[config.mk]
export PLATFORM = sky130hd
export DESIGN_NAME = utf8_ansi_display_width
export DESIGN_NICKNAME = d
export VERILOG_FILES = /design/src/rtl/uadw_pkg.sv /design/src/rtl/utf8_ansi_display_width.sv /design/src/rtl/uadw_classify.sv
export SDC_FILE = /design/constraint.sdc
export NUM_CORES = 1
export LEC_CHECK = 0
export ABC_AREA = 1
export ABC_CLOCK_PERIOD_IN_PS = 4300
export BUFFER_PORTS_ARGS = -buffer_cell sky130_fd_sc_hd__buf_2
export CAP_MARGIN = 20
export CORE_UTILIZATION = 50
export CTS_BUF_LIST = sky130_fd_sc_hd__clkbuf_16
export CTS_CLUSTER_SIZE = 30
export DETAILED_ROUTE_END_ITERATION = 16
export GPL_TIMING_DRIVEN = 0
export PLACE_DENSITY = 0.68
export REMOVE_ABC_BUFFERS = 1
export SYNTH_ARGS = -nofsm -noshare
export SYNTH_HDL_FRONTEND = slang
export SYNTH_SLANG_ARGS = --single-unit
[constraint.sdc]
create_clock -name clk -period 4.3 [get_ports clk]
set_clock_uncertainty 0.1 [all_clocks]
set_input_delay 1.075 -clock clk [delete_from_list [all_inputs] [get_ports clk]]
set_output_delay 1.075 -clock clk [all_outputs]
set_load 0.005 [all_outputs]
[src/rtl/uadw_pkg.sv]
// ----------------------------------------------------------------------------
// uadw_pkg
// Shared types, byte codes and helpers for the terminal display width block.
// ----------------------------------------------------------------------------
package uadw_pkg;

  localparam int SUM_BITS_DEF = 16;
  localparam int TOTAL_BITS   = 16;

  localparam logic [7:0] BYTE_NUL   = 8'h00;
  localparam logic [7:0] BYTE_ESC   = 8'h1B;
  localparam logic [7:0] BYTE_CSI   = 8'h5B;  // '['
  localparam logic [7:0] BYTE_SGR_M = 8'h6D;  // 'm'
  localparam logic [7:0] BYTE_E2    = 8'hE2;

  // Scan mode of the escape sequence tracker. Code 3 is never produced.
  typedef enum logic [1:0] {
    MODE_TEXT = 2'd0,
    MODE_ESC  = 2'd1,
    MODE_CSI  = 2'd2
  } scan_mode_t;

  // Effect of one byte seen in normal text mode.
  typedef struct packed {
    logic       esc;      // byte opens an escape
    logic       e2_lead;  // byte is the E2 lead, width decided by next byte
    logic [1:0] add;      // columns to add now
    logic [1:0] skip;     // continuation bytes to skip afterwards
  } byte_class_t;

  // Second bytes after an E2 lead that give a one-column glyph.
  function automatic logic narrow_e2_second(input logic [7:0] c);
    logic hit;
    case (c)
      8'h80, 8'h86, 8'h94, 8'h95, 8'h96, 8'h98, 8'h9A, 8'h9B: hit = 1'b1;
      default:                                                hit = 1'b0;
    endcase
    return hit;
  endfunction

endpackage

[src/rtl/utf8_ansi_display_width.sv]
// ----------------------------------------------------------------------------
// utf8_ansi_display_width
// Sums the terminal display width of a NUL-terminated UTF-8 byte string.
// ----------------------------------------------------------------------------
// Usage:
//   Bytes enter on the in_ channel (valid/ready), one per transaction. Every
//   byte updates the scan state and the running column sum in the cycle it
//   is accepted. A NUL byte ends the string: one transaction carrying
//   out_total_width and out_width_saturated appears on the out_ channel in
//   the next cycle, and the sum and scan state are cleared.
//   Throughput is one byte per cycle while in_ready is high; the result
//   is held in the single result register. All per-byte work is one byte
//   decode and one saturating add.
//   ANSI escapes (ESC '[' ... 'm') add nothing; UTF-8 leads choose width and
//   continuation skip count.
//   While a result waits and out_ready is low, in_ready stays low so the
//   held result is not overwritten; it rises again in the cycle the result
//   is taken. Synchronous reset (rst_n low) clears the sum, the scan state
//   and the result valid flag.
// ----------------------------------------------------------------------------
module utf8_ansi_display_width #(
  parameter int SUM_BITS = uadw_pkg::SUM_BITS_DEF
) (
  input  logic                          clk,
  input  logic                          rst_n,
  input  logic                          in_valid,
  output logic                          in_ready,
  input  logic [7:0]                    in_text_byte,
  output logic                          out_valid,
  input  logic                          out_ready,
  output logic [uadw_pkg::TOTAL_BITS-1:0] out_total_width,
  output logic                          out_width_saturated
);
  import uadw_pkg::*;

  scan_mode_t          mode_r, mode_nxt;
  logic [1:0]          skip_r, skip_nxt;
  logic                e2_pending_r, e2_pending_nxt;
  logic [SUM_BITS-1:0] sum_r, sum_nxt;
  logic                ovf_r, ovf_nxt;

  logic                  out_valid_r;
  logic [TOTAL_BITS-1:0] total_r;
  logic                  sat_r;

  byte_class_t         cls;
  logic [1:0]          add;
  logic [SUM_BITS:0]   sum_ext;
  logic [SUM_BITS-1:0] sum_sat;
  logic                ovf_now;
  logic [31:0]         sum_wide;
  logic                accept;
  logic                is_nul;

  uadw_classify u_classify (
    .text_byte (in_text_byte),
    .cls       (cls)
  );

  assign in_ready = !out_valid_r || out_ready;
  assign accept   = in_valid && in_ready;
  assign is_nul   = (in_text_byte == BYTE_NUL);

  // Column count contributed by the current byte.
  always_comb begin
    add = 2'd0;
    if (is_nul) begin
      add = e2_pending_r ? 2'd2 : 2'd0;
    end else if (e2_pending_r) begin
      add = narrow_e2_second(in_text_byte) ? 2'd1 : 2'd2;
    end else if (skip_r != 2'd0) begin
      add = 2'd0;
    end else if (mode_r == MODE_ESC && in_text_byte == BYTE_CSI) begin
      add = 2'd0;
    end else if (mode_r == MODE_CSI) begin
      add = 2'd0;
    end else begin
      add = cls.add;
    end
  end

  assign sum_ext  = {1'b0, sum_r} + (SUM_BITS + 1)'(add);
  assign ovf_now  = sum_ext[SUM_BITS];
  assign sum_sat  = ovf_now ? {SUM_BITS{1'b1}} : sum_ext[SUM_BITS-1:0];
  assign sum_wide = 32'(sum_sat);

  always_comb begin
    mode_nxt       = mode_r;
    skip_nxt       = skip_r;
    e2_pending_nxt = e2_pending_r;
    sum_nxt        = sum_sat;
    ovf_nxt        = ovf_r | ovf_now;
    if (is_nul) begin
      mode_nxt       = MODE_TEXT;
      skip_nxt       = 2'd0;
      e2_pending_nxt = 1'b0;
      sum_nxt        = '0;
      ovf_nxt        = 1'b0;
    end else if (e2_pending_r) begin
      e2_pending_nxt = 1'b0;
    end else if (skip_r != 2'd0) begin
      skip_nxt = skip_r - 2'd1;
    end else if (mode_r == MODE_ESC && in_text_byte == BYTE_CSI) begin
      mode_nxt = MODE_CSI;
    end else if (mode_r == MODE_CSI) begin
      if (in_text_byte == BYTE_SGR_M) begin
        mode_nxt = MODE_TEXT;
      end
    end else begin
      // Normal text, which also covers the byte after a lone ESC.
      mode_nxt       = cls.esc ? MODE_ESC : MODE_TEXT;
      skip_nxt       = cls.skip;
      e2_pending_nxt = cls.e2_lead;
    end
  end

  always_ff @(posedge clk) begin
    if (!rst_n) begin
      mode_r       <= MODE_TEXT;
      skip_r       <= 2'd0;
      e2_pending_r <= 1'b0;
      sum_r        <= '0;
      ovf_r        <= 1'b0;
    end else if (accept) begin
      mode_r       <= mode_nxt;
      skip_r       <= skip_nxt;
      e2_pending_r <= e2_pending_nxt;
      sum_r        <= sum_nxt;
      ovf_r        <= ovf_nxt;
    end
  end

  always_ff @(posedge clk) begin
    if (!rst_n) begin
      out_valid_r <= 1'b0;
    end else if (accept && is_nul) begin
      out_valid_r <= 1'b1;
    end else if (out_ready) begin
      out_valid_r <= 1'b0;
    end
  end

  always_ff @(posedge clk) begin
    if (accept && is_nul) begin
      total_r <= sum_wide[TOTAL_BITS-1:0];
      sat_r   <= ovf_r | ovf_now;
    end
  end

  assign out_valid           = out_valid_r;
  assign out_total_width     = total_r;
  assign out_width_saturated = sat_r;

  a_nul_gives_result: assert property (@(posedge clk) disable iff (!rst_n)
    accept && is_nul |=> out_valid_r)
    else $error("accepted NUL did not produce a result");

  a_nul_clears_state: assert property (@(posedge clk) disable iff (!rst_n)
    accept && is_nul |=> sum_r == '0 && !ovf_r && skip_r == 2'd0 &&
                         !e2_pending_r && mode_r == MODE_TEXT)
    else $error("scan state not cleared after end of string");

  a_e2_skip: assert property (@(posedge clk) disable iff (!rst_n)
    e2_pending_r |-> skip_r == 2'd1)
    else $error("E2 pending without its trailing skip");

  a_ovf_pinned: assert property (@(posedge clk) disable iff (!rst_n)
    ovf_r |-> sum_r == {SUM_BITS{1'b1}})
    else $error("overflow flagged but sum not saturated");

endmodule

[src/rtl/uadw_classify.sv]
// ----------------------------------------------------------------------------
// uadw_classify
// Decodes one text byte: escape start, UTF-8 lead class, width and skip count.
// ----------------------------------------------------------------------------
module uadw_classify (
  input  logic [7:0]           text_byte,
  output uadw_pkg::byte_class_t cls
);
  import uadw_pkg::*;

  always_comb begin
    cls = '0;
    if (text_byte == BYTE_ESC) begin
      cls.esc = 1'b1;
    end else if (text_byte[7] == 1'b0) begin
      cls.add = 2'd1;
    end else if (text_byte[7:5] == 3'b110) begin
      cls.add  = 2'd2;
      cls.skip = 2'd1;
    end else if (text_byte[7:4] == 4'b1110) begin
      if (text_byte == BYTE_E2) begin
        // Width waits for the second byte; only the third byte is skipped.
        cls.e2_lead = 1'b1;
        cls.skip    = 2'd1;
      end else begin
        cls.add  = 2'd2;
        cls.skip = 2'd2;
      end
    end else if (text_byte[7:3] == 5'b11110) begin
      cls.add  = 2'd2;
      cls.skip = 2'd3;
    end else begin
      // Stray continuation bytes and F8..FF take one column.
      cls.add = 2'd1;
    end
  end

endmodule

==> out/metrics.yaml, run 1 <==
status: "completed"
p_leak_nw: 1.10
synth.top_cell.area_share_pct: 22.5
synth-seq-area-share_pct: 42.8
tritoncts: "built"
setup_tns_ns: 0
synth_common_cells: "92 x nand2_1, 36 x nor2_1, 31 x inv_1"
grt_pass1_vias: 1794
synth.most_common_cell: "nand2_1"
fmax_mhz: 270
antenna_found_initial: 0
crit_slowest_cell: "fa_1"
area_delta_synth_final_pct: 15.4
drt_wl_total_um: 4470
slew_viol_final: 0
syn_area_sq_um: 2270
cellPowerDensity_nw_per_um2: 336
yosysWarnings: 0
antenna_cells: 0
first_pass_iters: 4
dr_total_vias: 1997
hold_viol_final: 0
synth_edf_count: 17
drc_errors: 0
vdd_drop_max_mv: 0.161
criticalPathCategory: "in2reg"
place_hpwl_um: 3260
core_area_sq_um: 4350
rsz0062_at_grt: "no"
ant_nets: 0
setup_viol: 0
max_cap_violations: 0
synth_ff_type: "dfxtp_1"
final_cells: 390
cts_resized: 0
yosysUniqueCellTypes: 32
cp_common_cell: "nor2_1"
cts_root_buffer: "clkbuf_16"
fin_crit_ns: 3.70
syn_area_per_cell_sq_um: 7.40
start_util_pct: 52.0
post_drt_wl_per_cell_um: 11.5
die-width_um: 69.3
gp_congestion: 0.878
utilization_pct: 60.1
cp_data_required_time_ns: 4.22
slowest_delay_ns: 0.40
placed_cells: 382
cp-end-kind: "flip-flop"
cp.arrival_ns: 3.62
drive_gt1_share_pct: 18.9
power.total_uw: 879
htree_levels: 2
cts_sinks: 40
post_cts_hold_buffer_count: 0
clk_path_buf_depth: 2
worst_pin_slew_ns: 0.821
ys_top_cells_by_area: "edfxtp_1 23%, dfxtp_1 20%, nand2_1 15%"
cp-start-kind: "input port"
port_buffers: 30
async_flop_share_pct: 0
grt_start_max_net_pins: 24
viasPerCell: 5.12
yosys_register_bits: 40
num-nets-final: 352
ioPinCount: 31
path_cells: "buf_2 > nor2_1 > nand3_1 > nor2_4 > nor2_1 > nand2_1 > a21oi_1 > o21bai_1 > ha_1 > fa_1 > nand2_2 > nor2_4 > nand2_2 > clkinv_2 > nand2_1 > nor2_1 > or2_2"
cts_made_buffers: 5
die_area_sq_um: 4810
drtIter0Drc: 107
postCtsSetupBuffers: 0
clk_latency_ns: 0.28
syn_inst: 306
grt-ovfl-total: 0
synth_top_area_cell: "edfxtp_1"
fp.dieH_um: 69.3
hold_path.class: "reg2reg"
timing.max_slew.rel_slack_pct: 45.1
path_max_fanout: 6
min_period_over_period_pct: 86.1
rows: 24
grt_pass1_wl_um: 7910
n_fill_cell: 394
clk_pin_slew_ns: 0.06
grt_usage_pct: 20.5
sequential cells by signal, indices dropped and copies added (netlist names):
register	flops
out_total_width	16
sum_r	16
mode_r	2
skip_r	2
e2_pending_r	1
out_valid	1
out_width_saturated	1
ovf_r	1
final cells by class:
| cell class | count | area [sq um] | share of cell area (%) |
|---|---|---|---|
| clock buffers | 5 | 125 | 4.78 |
| clock inverters | 3 | 42.5 | 1.63 |
| inverters | 32 | 121 | 4.64 |
| multi-input cells | 228 | 1140 | 43.6 |
| flip-flops and latches | 40 | 971 | 37.1 |
| well taps | 52 | 65.1 | 2.49 |
| repair buffers | 30 | 150 | 5.74 |
routing by layer:
metal,track usage (%),routed length [um],vias up
li1,-,-,1059
met1,26.3,2290,897
met2,34.0,1960,35
met3,4.07,142,6
met4,8.16,74,0
met5,0,0,-
critical path, delay by kind of cell:
kind                     cells  cell delay [ns]
AO/OA/AOI/OAI                2             0.22
adder cells (fa/ha/maj)      2             0.61
buffers and inverters        2             0.23
AND/OR/NAND/NOR             11             1.47
cell usage in the layout (no fill, tap or decap), types with 3 or more instances in the layout:
cell type  instances
nand3_2            6
buf_2             30
clkbuf_16          5
edfxtp_1          17
a21oi_1           23
nand2_1           92
a21oi_2            3
nor2_2             3
o21ai_0           11
inv_1             31
or2_2              4
nand3_1           20
nand2_2            5
nor2_1            36
nor3_1             4
nand4_1            5
dfxtp_1           23
through the flow:
stage | hold WS [ns] | instance area, sq um | setup WS (ns)
global placement | 0.349 | 2450 | 0.329
global route | 0.389 | 2620 | 0.317
detailed placement | 0.361 | 2450 | 0.316
CTS | 0.369 | 2620 | 0.617
floorplan | 0.339 | 2230 | 0.798
finish | 0.368 | 2620 | 0.598
report_power, final:
group / internal, mW / switching [mW] / total, mW
registers: 0.398 / 0.00271 / 0.401
clock network: 0.273 / 0.147 / 0.420
logic: 0.0212 / 0.0372 / 0.0583
total: 0.692 / 0.187 / 0.879
kinds of logic after synthesis:
logic type	synth area share, %
buf+inv	6.85
fa+ha+maj	1.99
compound gates	9.00
flops	42.8
simple gates	38.5
xor+xnor	0.773
final timing paths:
| check | cells after the start | end | start | slack [ns] |
|---|---|---|---|---|
| min reg2reg | 2 | mode_r[1] | mode_r[1] | 0.37 |
| max reg2reg | 14 | out_total_width[0] | mode_r[1] | 1.49 |
| max | 17 | out_total_width[0] | in_text_byte[2] | 0.60 |
| min | 2 | mode_r[1] | mode_r[1] | 0.37 |
Note: power is estimated with default switching activity, not from simulation.
==> run 2, diff against run 1 <==
Settings changed: CTS_BUF_LIST sky130_fd_sc_hd__clkbuf_16 to default, SYNTH_HIERARCHICAL from default to 1.
==> run 2 against run 1 <==
Against the previous run:
- combinational power rose by 31%
- the run now ends with design-rule violations left
- die area rose by 5.6%
- worst setup slack improved by 0.21 ns
- via count rose by 2.9%
- clock-buffer cell count rose by 2
- synthesized area rose by 5.7%
- design area rose by 1.8%
- global-route usage rose by 0.15 points
- worst hold slack improved by 0.0046 ns
==> out/metrics.yaml, run 2 <==
rows: 24  # unchanged
cp_data_required_time_ns: 4.33  # +0.11 ns
cp_num_buf_inv: 2  # unchanged
crit_slowest_cell: "fa_1"
rsz0062_at_grt: "no"
drc_errors: 3  # +3
port_buffers: 30  # unchanged
ys_top_cells_by_area: "edfxtp_1 21%, dfxtp_1 19%, nand2_1 14%"
synth_common_cells: "89 x nand2_1, 33 x inv_1, 32 x nor2_1"
viasPerCell: 5.09  # -0.66%
setup_viol: 0  # unchanged
hold_viol_final: 0  # unchanged
grt_util_met1_pct: 25.5  # -0.74 points
cellPowerDensity_nw_per_um2: 270  # -20%
fmax_mhz: 286  # +5.9%
tritoncts: "built"
synth_top_area_cell: "edfxtp_1"
fin_crit_ns: 3.50  # -0.205 ns
antenna_found_initial: 0  # unchanged
synth_ff_type: "dfxtp_1"
core_area_sq_um: 4470  # +2.8%
vdd_drop_max_mv: 0.131  # -18%
grt-ovfl-total: 0  # unchanged
final_cell_mix: "89 x nand2_1, 33 x inv_1, 32 x nor2_1"
n_fill_cell: 432  # +9.6%
ioPinCount: 31  # unchanged
yosys.area_share.adder_pct: 1.88  # -0.11 points
area_delta_synth_final_pct: 11.1
cp.arrival_ns: 3.53  # -0.09 ns
die_area_sq_um: 5070  # +5.6%
dr_total_vias: 2055  # +2.9%
yosys_register_bits: 40  # unchanged
worst_pin_slew_ns: 0.858  # +0.0369 ns
path_max_fanout: 13  # +7
grt_usage_pct: 20.7  # +0.15 points
timing.max_slew.rel_slack_pct: 42.7  # -2.4 points
cp-start-kind: "input port"
syn_area_per_cell_sq_um: 7.51  # +1.4%
first_pass_iters: 11  # +7
start_util_pct: 53.6  # +1.5 points
synth_compound_area_share_pct: 9.40  # +0.40 points
setup_tns_ns: 0  # unchanged
grt_busiest_layer: "met2"
place_hpwl_um: 3420  # +4.6%
cts_made_buffers: 5  # unchanged
synth.most_common_cell: "nand2_1"
cts_sinks: 40  # unchanged
cts_root_buffer: "clkbuf_8"
grtUsageMet3_pct: 4.50  # +0.43 points
htree_levels: 2  # unchanged
syn_area_sq_um: 2400  # +5.7%
yosysUniqueCellTypes: 32  # unchanged
async_flop_share_pct: 0  # unchanged
status: "finished with violations"
grt_start_max_net_pins: 21  # -13%
post_drt_wl_per_cell_um: 11.7  # +2.3%
clk_pin_slew_ns: 0.07  # about the same
drive_gt1_share_pct: 24.4  # +5.5 points
fp.dieH_um: 71.2  # +2.7%
ant_nets: 0  # unchanged
slew_viol_final: 0  # unchanged
place_ws_ns: 0.508  # +0.192 ns
die-width_um: 71.2  # +2.7%
num-nets-final: 366  # +4.0%
drt_wl_total_um: 4740  # +5.9%
clk_path_buf_depth: 2  # unchanged
synthMuxAreaShare_pct: 0  # unchanged
postCtsSetupBuffers: 0  # unchanged
synth_edf_count: 17  # unchanged
synth-seq-area-share_pct: 40.5  # -2.3 points
synth.top_cell.area_share_pct: 21.3  # -1.2 points
criticalPathCategory: "in2reg"
drtIter0Drc: 124  # +16%
clk_latency_ns: 0.29  # about the same
yosysWarnings: 6  # +6
path_delay_family: "simple AND/OR/NAND/NOR gates"
cts_resized: 0  # unchanged
final_common_cell: "nand2_1"
grt_pass1_wl_um: 8340  # +5.4%
path_cells: "buf_2 > nor2_1 > nand2_1 > nor2_4 > nor2_1 > nand4_1 > o21ai_0 > ha_1 > fa_1 > nand2_2 > nor2_4 > nand2_2 > clkinv_2 > nand2_4 > o21ai_0 > nand2_1 > a21oi_1"
synth_top_family_by_area: "simple AND/OR/NAND/NOR gates"
synth_xor_area_share_pct: 0.731  # -0.042 points
min_period_over_period_pct: 81.3  # -4.8 points
syn_inst: 319  # +4.2%
max_cap_violations: 0  # unchanged
p_leak_nw: 1.13  # +2.3%
post_cts_hold_buffer_count: 0  # unchanged
cp-end-kind: "flip-flop"
use_met2_pct: 36.4  # +2.4 points
violations: "design-rule violations"
postLayoutCellArea_sq_um: 2660  # +1.8%
final.setup.worst_slack_ns: 0.803  # +0.205 ns
place_area_sq_um: 2580  # +5.5%
hold_path.class: "reg2reg"
gp_congestion: 0.841  # -4.2%
synth-simple-area-share_pct: 40.2  # +1.7 points
antenna_cells: 0  # unchanged
slowest_delay_ns: 0.41  # about the same
grt_pass1_vias: 1930  # +7.6%
run 2: cell types whose count changed in the layout (fill, tap and decap cells not counted), moves of 3 or more:
cell,delta
nand2_2,+7
inv_2,+4
nand3_1,+5
nor2_4,+3
clkbuf_16,-5
nand3b_1,+3
a21oi_1,-8
clkbuf_8,+5
nor2_1,-4
a21oi_2,+5
nand2_1,-3
run 2: through the flow:
| stage | cells | hold WS, ns | utilization (%) | power, mW |
|---|---|---|---|---|
| final | 404 | 0.372 | 59.5 | 0.719 |
| after global routing | 404 | 0.409 | 59.5 | 0.750 |
| after CTS | 404 | 0.373 | 59.5 | 0.727 |
| after detailed placement | 396 | 0.361 | 57.7 | 0.487 |
| after global placement | 396 | 0.356 | 57.7 | 0.485 |
| after floorplan | 314 | 0.345 | - | 0.463 |
run 2: worst register-to-register path: stages, from the launching register on:
cell and delay [ns]:
dfxtp_1 0.30, inv_1 0.08, nand2_1 0.06, nor2_1 0.08, nand3_1 0.13, nand3b_1 0.14
o21ai_0 0.11, ha_1 0.24, fa_1 0.41, nand2_2 0.11, nor2_4 0.06, nand2_2 0.09
clkinv_2 0.09, nand2_4 0.20, o21ai_0 0.17, nand2_1 0.08, a21oi_1 0.07
run 2: power breakdown:
group | total, mW | switching [mW] | internal (mW)
clock network | 0.240 | 0.126 | 0.114
registers | 0.403 | 0.00372 | 0.399
logic | 0.0764 | 0.0494 | 0.0270
run 2: cell type report:
class / count / area, sq um / share of cell area [%]
well taps: 52 / 65.1 / 2.44
multi-input cells: 236 / 1250 / 47.0
flip-flops and latches: 40 / 971 / 36.5
clock inverters: 1 / 5.00 / 0.188
repair buffers: 30 / 150 / 5.64
clock buffers: 7 / 76.3 / 2.87
inverters: 38 / 144 / 5.40
run 2: worst paths after layout:
path / start / end / slack [ns] / depth (start not counted)
min: e2_pending_r / e2_pending_r / 0.37 / 2
max: in_text_byte[5] / sum_r[2] / 0.80 / 17
min reg2reg: e2_pending_r / e2_pending_r / 0.37 / 2
max reg2reg: mode_r[1] / sum_r[2] / 1.61 / 16
run 2: logic make-up after synthesis:
group                      count (synthesis)
AOI/OAI and AO/OA                         35
xor gates and xnor gates                   2
adders and majority gates                  3
buffers and inverters                     43
DFF                                       40
and+or+nand+nor                          196
run 2: routing by layer:
metal	up-vias	routed length [um]
met5	-	0
met4	0	40
met3	4	181
met2	42	2340
met1	917	2180
li1	1092	-
